## src/hw/rtl/vgsf_pkg.sv

```systemverilog
// Shared types, codes and defaults for the gate scan framebuffer.
package vgsf_pkg;

  localparam int PLANE_BYTES_DEF = 552;
  localparam int GATE_LAST_DEF   = 43;

  typedef enum logic [1:0] {
    ACT_DRAW = 2'd0,
    ACT_FILL = 2'd1,
    ACT_SWAP = 2'd2,
    ACT_TICK = 2'd3
  } action_t;

  typedef enum logic [2:0] {
    ST_CLEAR,
    ST_IDLE,
    ST_DRAW_RD,
    ST_DRAW_WR,
    ST_FILL,
    ST_TICK
  } state_t;

  typedef enum logic [1:0] {
    WR_CLEAR,
    WR_FILL,
    WR_DRAW
  } wr_src_t;

  typedef struct packed {
    logic    capture;
    logic    swap;
    logic    cnt_clr;
    logic    cnt_adv;
    logic    tick_mode;
    logic    sw_clr;
    logic    sw_adv;
    logic    wr_en;
    wr_src_t wr_src;
    logic    out_load;
    logic    gate_step;
  } cmd_t;

  typedef struct packed {
    logic clear_last;
    logic fill_last;
    logic draw_last;
    logic tick_last;
    logic out_free;
  } stat_t;

endpackage

```

## src/hw/rtl/vgsf_ctrl.sv

```systemverilog
// Controller state machine: sequences clear, draw, fill, swap and tick.
module vgsf_ctrl
  import vgsf_pkg::*;
(
  input  logic       clk,
  input  logic       rst_n,
  input  logic       in_valid,
  input  logic [1:0] in_action,
  input  stat_t      stat,
  output logic       in_ready,
  output cmd_t       cmd
);

  state_t state_r, state_nxt;

  always_ff @(posedge clk) begin
    if (!rst_n) begin
      state_r <= ST_CLEAR;
    end else begin
      state_r <= state_nxt;
    end
  end

  always_comb begin
    state_nxt = state_r;
    unique case (state_r)
      ST_CLEAR: begin
        if (stat.clear_last) state_nxt = ST_IDLE;
      end
      ST_IDLE: begin
        if (in_valid) begin
          unique case (action_t'(in_action))
            ACT_DRAW: state_nxt = ST_DRAW_RD;
            ACT_FILL: state_nxt = ST_FILL;
            ACT_SWAP: state_nxt = ST_IDLE;
            ACT_TICK: state_nxt = ST_TICK;
          endcase
        end
      end
      ST_DRAW_RD: state_nxt = ST_DRAW_WR;
      ST_DRAW_WR: begin
        if (stat.draw_last) state_nxt = ST_IDLE;
        else state_nxt = ST_DRAW_RD;
      end
      ST_FILL: begin
        if (stat.fill_last) state_nxt = ST_IDLE;
      end
      ST_TICK: begin
        if (stat.out_free && stat.tick_last) state_nxt = ST_IDLE;
      end
      default: state_nxt = ST_IDLE;
    endcase
  end

  always_comb begin
    in_ready  = 1'b0;
    cmd       = '0;
    cmd.tick_mode = 1'b1;
    cmd.wr_src    = WR_CLEAR;
    unique case (state_r)
      ST_CLEAR: begin
        cmd.wr_en  = 1'b1;
        cmd.wr_src = WR_CLEAR;
        cmd.sw_adv = 1'b1;
      end
      ST_IDLE: begin
        in_ready    = 1'b1;
        cmd.capture = in_valid;
        if (in_valid) begin
          unique case (action_t'(in_action))
            ACT_DRAW: cmd.cnt_clr = 1'b1;
            ACT_FILL: cmd.sw_clr  = 1'b1;
            ACT_SWAP: cmd.swap    = 1'b1;
            ACT_TICK: cmd.cnt_clr = 1'b1;
          endcase
        end
      end
      ST_DRAW_RD: begin
        cmd.tick_mode = 1'b0;
      end
      ST_DRAW_WR: begin
        cmd.tick_mode = 1'b0;
        cmd.wr_en     = 1'b1;
        cmd.wr_src    = WR_DRAW;
        cmd.cnt_adv   = 1'b1;
      end
      ST_FILL: begin
        cmd.wr_en  = 1'b1;
        cmd.wr_src = WR_FILL;
        cmd.sw_adv = 1'b1;
      end
      ST_TICK: begin
        // advance one byte each time the output register frees up
        if (stat.out_free) begin
          cmd.out_load  = 1'b1;
          cmd.cnt_adv   = 1'b1;
          cmd.gate_step = stat.tick_last;
        end
      end
      default: begin
        cmd.tick_mode = 1'b1;
      end
    endcase
  end

endmodule

```

## config.mk

```make
export PLATFORM = sky130hd
export DESIGN_NAME = vgsf_ctrl
export DESIGN_NICKNAME = d
export VERILOG_FILES = /design/src/hw/rtl/vgsf_pkg.sv /design/src/hw/rtl/vgsf_ctrl.sv
export SDC_FILE = /design/constraint.sdc
export NUM_CORES = 1
export LEC_CHECK = 0
export BUFFER_PORTS_ARGS = -buffer_cell sky130_fd_sc_hd__buf_2
export CAP_MARGIN = 20
export CORE_AREA = 2 2 39 41
export DETAILED_ROUTE_END_ITERATION = 16
export DIE_AREA = 0 0 41 43
export PLACE_DENSITY = 0.57
export SYNTH_ARGS = -nofsm -noshare
export SYNTH_HDL_FRONTEND = slang
export SYNTH_SLANG_ARGS = --single-unit
```

## constraint.sdc

```tcl
create_clock -name clk -period 1.4 [get_ports clk]
set_clock_uncertainty 0.05 [all_clocks]
set_input_delay 0.07 -clock clk [delete_from_list [all_inputs] [get_ports clk]]
set_output_delay 0.07 -clock clk [all_outputs]
set_load 0.01 [all_outputs]
```

==> impl_metrics.csv, run 1 <==
group,metric,value,unit
run_status,status,"completed",
pwr,power_density,652.4,nW/µm²
yosys,synth.area.top_cells,"dfxtp_1 (16%), ha_1 (13%), and2_1 (6.7%)",
yosys,synth-seq-cells,3,
yosys,synth_edf_count,0,
routing,drt-pass1-iter-count,4,
yosys,yosys.area_share.simple,37.58,%
yosys,yosysSeqAreaShare,16.11,%
timing,post-route-period-util,96.36,%
yosys,synth_cell_type_count,25,
finish,final_cell_mix,"buf_2 (21), buf_4 (5), inv_1 (4), ha_1 (4)",
clocking,clk_latency,0.24,ns
placed_design,gp_congestion,0.7140,
global_route,grt_pass1_wl,1.345,mm
timing,final_hold_viol_count,0,
pwr,cellLeakagePower,0.3179,nW
global_route,grt_usage,11.12,%
die,io_pins,23,
finish,final_common_cell,"buf_2",
critical_path,required,1.28,ns
pwr,power.internal,0.2700,mW
finish,nNetsFinal,88,
yosys,syn_area,372.9,µm²
yosys,yosysWarnings,0,
clocking,root_buffer,"clkbuf_4",
critical_path,path_class,"flop to output port",
routing,wl,936,µm
yosys,synth-main-ff-cell,"dfxtp_1",
pwr,p_comb_share,35.4,%
clocking,clk_pin_slew,0.04,ns
timing,slew_headroom,85.68,%
die,rows,14,
run,maxCapViolCount,0,
pwr,peakVddDrop,0.0002519,V
pwr,switching_power,0.1226,mW
pwr,power_frac_clock,40.1,%
yosys,async_flop_share,0,%
routing,avgRoutedWirePerCell,10.52,µm
yosys,synth_top_family_by_area,"simple AND/OR/NAND/NOR gates",
finish,reg_top3,"state_r x3",
timing,fmax,0.7413,GHz
min_path,holdPathEnd,"state_r[2]",
finish,area_growth,61.41,%
yosys,synth_compound_area_share,18.46,%
global_route,grt_antenna_before_repair,0,
clocking,cts_sinks,3,
routing,drt_drc_violations_left,0,
min_path,hp-class,"input pin to flop",
yosys,synth_nets,57,
yosys,synth-xor-area-share,0,%
critical_path,cp-start-kind,"flop",
timing,finalSetupViolCount,0,
clocking,clk_path_buf_depth,2,
yosys,muxShareOfSynthArea,5.369,%
clocking,postCtsHoldBufs,0,
critical_path,worstSetupStartpoint,"state_r[2]",
finish,largest-register,"state_r",
critical_path,r2r_setup_slack,0.16,ns
routing,routed_via_density,4.764,
finish,insertedDiodeCount,0,
critical_path,worstSetupEndpointType,"output port",
global_route,grt-ovfl-total,0,
timing,setup_tns,0,ns
timing,slew_violations,0,
yosys,yosysTopAreaCell,"dfxtp_1",
die,die_area,1763,µm²
yosys,synthAdderAreaFrac,13.42,%
critical_path,r2r-end,"state_r[1]",
min_path,hp-start,"rst_n",
die,core,1384,µm²
global_route,grt_max_degree,8,
die,die_h,43,µm
timing,period_minus_slack,1.349,ns
placed_design,dp_hpwl,680.4,µm
timing,tightest_slew,0.2088,ns
routing,drtIter0Drc,3,
yosys,synth_top_area_share,16.11,%
critical_path,r2r-start,"state_r[1]",
clocking,htree_levels,1,
yosys,syn_avg_cell_area,8.671,µm²
routing,ant_nets,0,
routing,vias,424,
pwr,total_power,0.3926,mW
global_route,grt_pass1_vias,352,
yosys,postSynthCellCount,43,
clocking,numCtsBuffers,3,
critical_path,worst_ep_arrival_time,1.23,ns
die,initial_core_util,26.94,%
critical_path,rr_worst_depth,4,
pwr,swShare,31.22,%
finish,largest_reg_flops,3,
timing,rsz0062_at_grt,"true",
critical_path,worstPathMaxFanout,4,
clocking,cts_tree,"done",
finish,drive_gt1_share,61.64,%
min_path,hold_depth,3,
die,fp.dieW,41,µm
placed_design,port_buffers,22,
pwr,p_seq_share,24.5,%
## stage by stage
step | cell area, µm² | std cells | hold slack, ns | worst slack (ns) | utilization [%]
floorplan | 372.9 | 43 | 0.1656 | 0.1884 | -
global placement | 491.7 | 80 | 0.3145 | 0.1451 | 35.53
detailed placement | 491.7 | 80 | 0.3228 | 0.1567 | 35.53
CTS | 564.3 | 88 | 0.05915 | 0.01293 | 40.78
global route | 601.8 | 89 | 0.09284 | -0.02896 | 43.49
finish | 601.8 | 89 | 0.06406 | 0.05098 | 43.49
## layer usage
metal  vias up  routed length (µm)  track usage, %
met5         -                   0               0
li1        211                   -               -
met2        24                 471           16.88
met3         2                  77           3.141
met4         0                   2           6.000
met1       187                 385           13.42
## power by group through the flow
stage	Combinational [mW]	Clock (mW)	Sequential [mW]
final	0.139	0.158	0.0961
after global routing	0.153	0.171	0.0977
after CTS	0.126	0.161	0.0953
after detailed placement	0.111	0	0.101
after global placement	0.112	0	0.101
after floorplan	0.0741	0	0.0958
## kinds of logic after synthesis
| kind of cell | after synthesis |
|---|---|
| buffers and inverters | 6 |
| AOI/OAI and AO/OA | 8 |
| adders and majority gates | 4 |
| muxes | 2 |
| DFF | 3 |
| and+or+nand+nor | 20 |
## how the worst max path moves through the flow
stage / to / slack, ns / depth (start not counted)
final: cmd[9] / 0.05 / 4
after CTS: cmd[0] / 0.01 / 4
after detailed placement: cmd[0] / 0.16 / 4
after global routing: cmd[9] / -0.03 / 4
after global placement: cmd[0] / 0.15 / 4
after floorplan: cmd[9] / 0.19 / 4
## area by class of cell
class | instances | area (µm²)
Fill cell | 142 | 782.0
Multi-Input combinational cell | 34 | 306.5
Tap cell | 16 | 20.02
Clock buffer | 4 | 26.28
Sequential cell | 3 | 68.82
Timing Repair Buffer | 28 | 165.2
Inverter | 4 | 15.01
## synthesized netlist by cell type, types with 2 or more instances
cell / count
and2_1: 4
ha_1: 4
inv_1: 4
dfxtp_1: 3
nand2_1: 3
mux2i_1: 2
nand2b_1: 2
nand3_1: 2
nor2b_1: 2
nor3b_2: 2
## critical path, cell delays in order (launching register included)
cell and delay, ns:
dfxtp_4 0.34, nand2b_4 0.15, nor3b_4 0.22, nor2b_4 0.18, buf_6 0.10
## what timing repair did
item | 4_1_cts | 5_1_grt
setup endpoints to repair | 5 | 8
setup buffers | 4 | 1
gates resized for setup | 7 | 8
pin swaps | 1 | 3
(Power assumes the default switching activity.)
==> run 2: changes to the inputs <==
PLACE_DENSITY = 0.58   (was 0.57)
==> impl_metrics.csv, run 2 (same netlist as run 1, synthesis figures left out) <==
group,metric,value,unit
global_route,grt_usage,9.920,%
clocking,clk_path_buf_depth,2,
routing,ant_nets,0,
critical_path,worstSetupEndpointType,"output port",
timing,finalSetupViolCount,0,
timing,period_minus_slack,1.364,ns
global_route,grt_antenna_before_repair,0,
placed_design,port_buffers,22,
finish,reg_top3,"state_r x3",
die,initial_core_util,26.94,%
die,io_pins,23,
critical_path,r2r_setup_slack,0.15,ns
placed_design,placed_area,491.7,µm²
routing,routed_via_density,4.545,
clocking,clk_latency,0.22,ns
finish,insertedDiodeCount,0,
clocking,htree_levels,1,
pwr,peakVddDrop,0.0002074,V
critical_path,required,1.28,ns
critical_path,max_stage_delay,0.35,ns
critical_path,worstPathMaxFanout,7,
routing,wl,873,µm
critical_path,cp-start-kind,"flop",
finish,final_common_cell,"buf_2",
finish,nNetsFinal,87,
finish,largest-register,"state_r",
min_path,hp-class,"input pin to flop",
die,die_h,43,µm
routing,drt-pass1-iter-count,4,
clocking,root_buffer,"clkbuf_4",
clocking,numCtsBuffers,3,
run,maxCapViolCount,0,
finish,largest_reg_flops,3,
timing,tightest_slew,0.2846,ns
finish,drive_gt1_share,54.17,%
finish,fin_area,576.8,µm²
die,core,1384,µm²
global_route,grt_pass1_vias,310,
clocking,cts_sinks,3,
die,rows,14,
clocking,clk_pin_slew,0.03,ns
routing,avgRoutedWirePerCell,9.920,µm
timing,rsz0062_at_grt,"true",
timing,final_hold_viol_count,0,
timing,fmax,0.7332,GHz
pwr,cellLeakagePower,0.3104,nW
pwr,power_density,649.3,nW/µm²
routing,drt_drc_violations_left,0,
placed_design,gp_congestion,0.6828,
critical_path,path_class,"flop to output port",
clocking,postCtsHoldBufs,0,
global_route,grt_pass1_wl,1.228,mm
die,fp.dieW,41,µm
min_path,holdPathEnd,"state_r[2]",
critical_path,r2r-start,"state_r[0]",
critical_path,worst_ep_arrival_time,1.24,ns
routing,vias,400,
run_status,status,"completed",
finish,postLayoutCoreUtil,41.68,%
timing,setup_tns,0,ns
global_route,grt-ovfl-total,0,
clocking,cts_tree,"done",
finish,final_cell_mix,"buf_2 (21), buf_4 (5), inv_1 (4), and2_1 (4), ha_1 (4)",
global_route,grt_max_degree,11,
min_path,hp-start,"rst_n",
critical_path,r2r-end,"state_r[1]",
finish,area_growth,54.70,%
timing,slew_headroom,80.96,%
placed_design,dp_hpwl,685.7,µm
die,die_area,1763,µm²
critical_path,path_cells,"and2b_2 > and3_1 > a21o_1 > buf_2",
critical_path,rr_worst_depth,4,
routing,drtIter0Drc,8,
pwr,total_power,0.3745,mW
critical_path,critPathSlowestCell,"dfxtp_4",
timing,timing.hold.ws,0.08367,ns
min_path,hold_depth,3,
timing,post-route-period-util,97.41,%
timing,slew_violations,0,
==> run 2: cell types whose count changed in the layout (fill, tap and decap cells not counted), sizes merged <==
| cell | delta |
|---|---|
| buf | -1 |
==> run 2: area by class of cell <==
type | count | area (µm²)
Fill cell | 142 | 807.0
Multi-Input combinational cell | 34 | 294.0
Timing Repair Buffer | 27 | 153.9
Sequential cell | 3 | 67.56
Clock buffer | 4 | 26.28
Tap cell | 16 | 20.02
Inverter | 4 | 15.01
==> run 2: layer usage <==
layer | share of wire [%] | track usage [%]
met4 | 0 | 2.000
met1 | 45 | 12.46
met5 | 0 | 0
met2 | 48 | 15.94
met3 | 6.3 | 3.141
==> run 2: what timing repair did <==
item | 4_1_cts | 5_1_grt
pin swaps | 0 | 2
cloned | 0 | 0
resized for setup | 3 | 5
endpoints found under the hold margin | 0 | 0
endpoints found under the setup margin | 5 | 5
buffers inserted | 0 | 4
==> run 2: how the worst max path moves through the flow <==
stage | from | end | slack (ns) | cells after the start
floorplan | state_r[2] | cmd[9] | 0.19 | 4
global placement | state_r[0] | cmd[0] | 0.19 | 4
detailed placement | state_r[2] | state_r[1] | 0.13 | 3
CTS | state_r[2] | cmd[9] | 0.004 | 4
global route | state_r[2] | cmd[9] | -0.05 | 4
finish | state_r[0] | cmd[8] | 0.04 | 4
==> run 2: per-stage QoR <==
stage,setup WS [ns],std cells
6_report,0.03621,88
5_1_grt,-0.04854,88
3_3_place_gp,0.1877,80
3_5_place_dp,0.1316,80
4_1_cts,0.003729,84
2_1_floorplan,0.1884,43
==> run 2: worst max-delay path, delay by kind of cell (launching register included) <==
family	cells	cell delay, ns
and+or+nand+nor	2	0.39
AOI/OAI and AO/OA	1	0.15
buffers and inverters	1	0.13
DFF	1	0.35
==> run 2: where the power goes <==
| part | switching, mW | total, mW | internal (mW) |
|---|---|---|---|
| registers | 0.00717 | 0.0975 | 0.0904 |
| clock network | 0.0373 | 0.144 | 0.106 |
| logic | 0.0629 | 0.133 | 0.0705 |
| total | 0.107 | 0.375 | 0.267 |
==> run 3: changes to the inputs <==
clock period = 1.6 ns   (was 1.4 ns; I/O delays follow)
==> impl_metrics.csv, run 3 (same netlist as run 1, synthesis figures left out) <==
group,metric,value,unit
routing,vias,388,
finish,largest_reg_flops,3,
die,core,1384,µm²
run,maxCapViolCount,0,
finish,postLayoutCoreUtil,37.97,%
timing,post-route-period-util,91.72,%
critical_path,cp_num_buf_inv,1,
finish,largest-register,"state_r",
critical_path,critPathSlowestCell,"dfxtp_1",
timing,slew_violations,0,
placed_design,placed_area,491.7,µm²
timing,tightest_slew,0.2645,ns
clocking,root_buffer,"clkbuf_4",
timing,period_minus_slack,1.468,ns
die,die_h,43,µm
pwr,power_frac_clock,41.6,%
critical_path,required,1.47,ns
clocking,cts_tree,"done",
routing,drt_drc_violations_left,0,
timing,timing.hold.ws,0.07539,ns
clocking,clk_path_buf_depth,2,
pwr,p_seq_share,27.0,%
global_route,grt-ovfl-total,0,
critical_path,worstPathMaxFanout,7,
clocking,clk_pin_slew,0.04,ns
routing,avgRoutedWirePerCell,10.76,µm
finish,final_cell_mix,"buf_2 (22), inv_1 (4), and2_1 (4), ha_1 (4)",
pwr,peakVddDrop,0.0001815,V
clocking,cts_resized,0,
min_path,hp-class,"input pin to flop",
routing,ant_nets,0,
die,fp.dieW,41,µm
global_route,grt_usage,11.72,%
timing,fmax,0.6814,GHz
die,initial_core_util,26.94,%
pwr,switching_power,0.09922,mW
placed_design,pre_cts_slack,0.3362,ns
routing,wl,904,µm
finish,fin_area,525.5,µm²
clocking,htree_levels,1,
finish,area_growth,40.94,%
placed_design,gp_congestion,0.6832,
critical_path,path_cells,"and2b_1 > and3_1 > and2_1 > buf_2",
placed_design,port_buffers,22,
finish,drive_gt1_share,47.06,%
die,die_area,1763,µm²
timing,fin_ws,0.1325,ns
timing,finalSetupViolCount,0,
finish,nNetsFinal,83,
global_route,grt_antenna_before_repair,0,
critical_path,crit_family,"simple AND/OR/NAND/NOR gates",
pwr,cellLeakagePower,0.2869,nW
pwr,power_density,613.5,nW/µm²
critical_path,path_class,"flop to output port",
clocking,cts_sinks,3,
clocking,clk_latency,0.23,ns
global_route,grt_max_degree,11,
clocking,postCtsHoldBufs,0,
placed_design,dp_hpwl,714.3,µm
critical_path,cp-start-kind,"flop",
finish,reg_top3,"state_r x3",
timing,final_hold_viol_count,0,
pwr,swShare,30.78,%
pwr,p_comb_share,31.4,%
routing,drt-pass1-iter-count,4,
clocking,cts_setup_buffers,0,
clocking,numCtsBuffers,3,
timing,slew_headroom,82.30,%
die,rows,14,
die,io_pins,23,
run_status,status,"completed",
pwr,total_power,0.3224,mW
finish,insertedDiodeCount,0,
critical_path,worst_ep_arrival_time,1.34,ns
pwr,power.internal,0.2232,mW
global_route,grt_pass1_vias,338,
critical_path,worstSetupEndpointType,"output port",
routing,routed_via_density,4.619,
routing,drtIter0Drc,9,
global_route,grt_pass1_wl,1.380,mm
critical_path,max_stage_delay,0.42,ns
finish,final_common_cell,"buf_2",
[run 3: changes by cell type in the layout (fill, tap and decap cells not counted), sizes merged]
cell / delta
buf: -4
[run 3: layer usage]
layer | track usage (%) | wire, µm
met5 | 0 | 0
met4 | 8.000 | 0
met3 | 3.141 | 53
met2 | 16.88 | 435
met1 | 14.38 | 415
[run 3: final cells by class]
type                       instances  area [µm²]
inverter                           4       15.01
multi-input combinational         34       285.3
fill                             148       858.3
sequential                         3       61.31
clock buffer                       4       26.28
tap                               16       20.02
timing repair buffer              23       117.6
[run 3: through the flow]
step / TNS (ns) / instances
finish: 0 / 84
floorplan: 0 / 43
global route: -0.0003290 / 84
detailed placement: 0 / 80
CTS: 0 / 84
global placement: 0 / 80
[run 3: path summary, 6_finish.rpt]
kind / startpoint / end / slack [ns] / depth (start not counted)
worst max register to register: state_r[1] / state_r[1] / 0.43 / 4
worst min register to register: state_r[2] / state_r[2] / 0.48 / 2
worst min-delay path: rst_n / state_r[2] / 0.08 / 3
worst max-delay path: state_r[0] / cmd[0] / 0.13 / 4
[run 3: power groups by stage]
stage | sequential [mW] | clock [mW] | combinational [mW]
after floorplan | 0.0838 | 0 | 0.0649
after global placement | 0.0875 | 0 | 0.0987
after detailed placement | 0.0878 | 0 | 0.0990
after CTS | 0.0866 | 0.141 | 0.0995
after global routing | 0.0884 | 0.149 | 0.112
final | 0.0870 | 0.134 | 0.101
[run 3: worst reg2reg max path: cells and delay by family, from the launching register on]
family                 cells  cell delay (ns)
and+or+nand+nor            2             0.43
AOI/OAI and AO/OA          1             0.11
buffers and inverters      1             0.17
DFF                        1             0.30
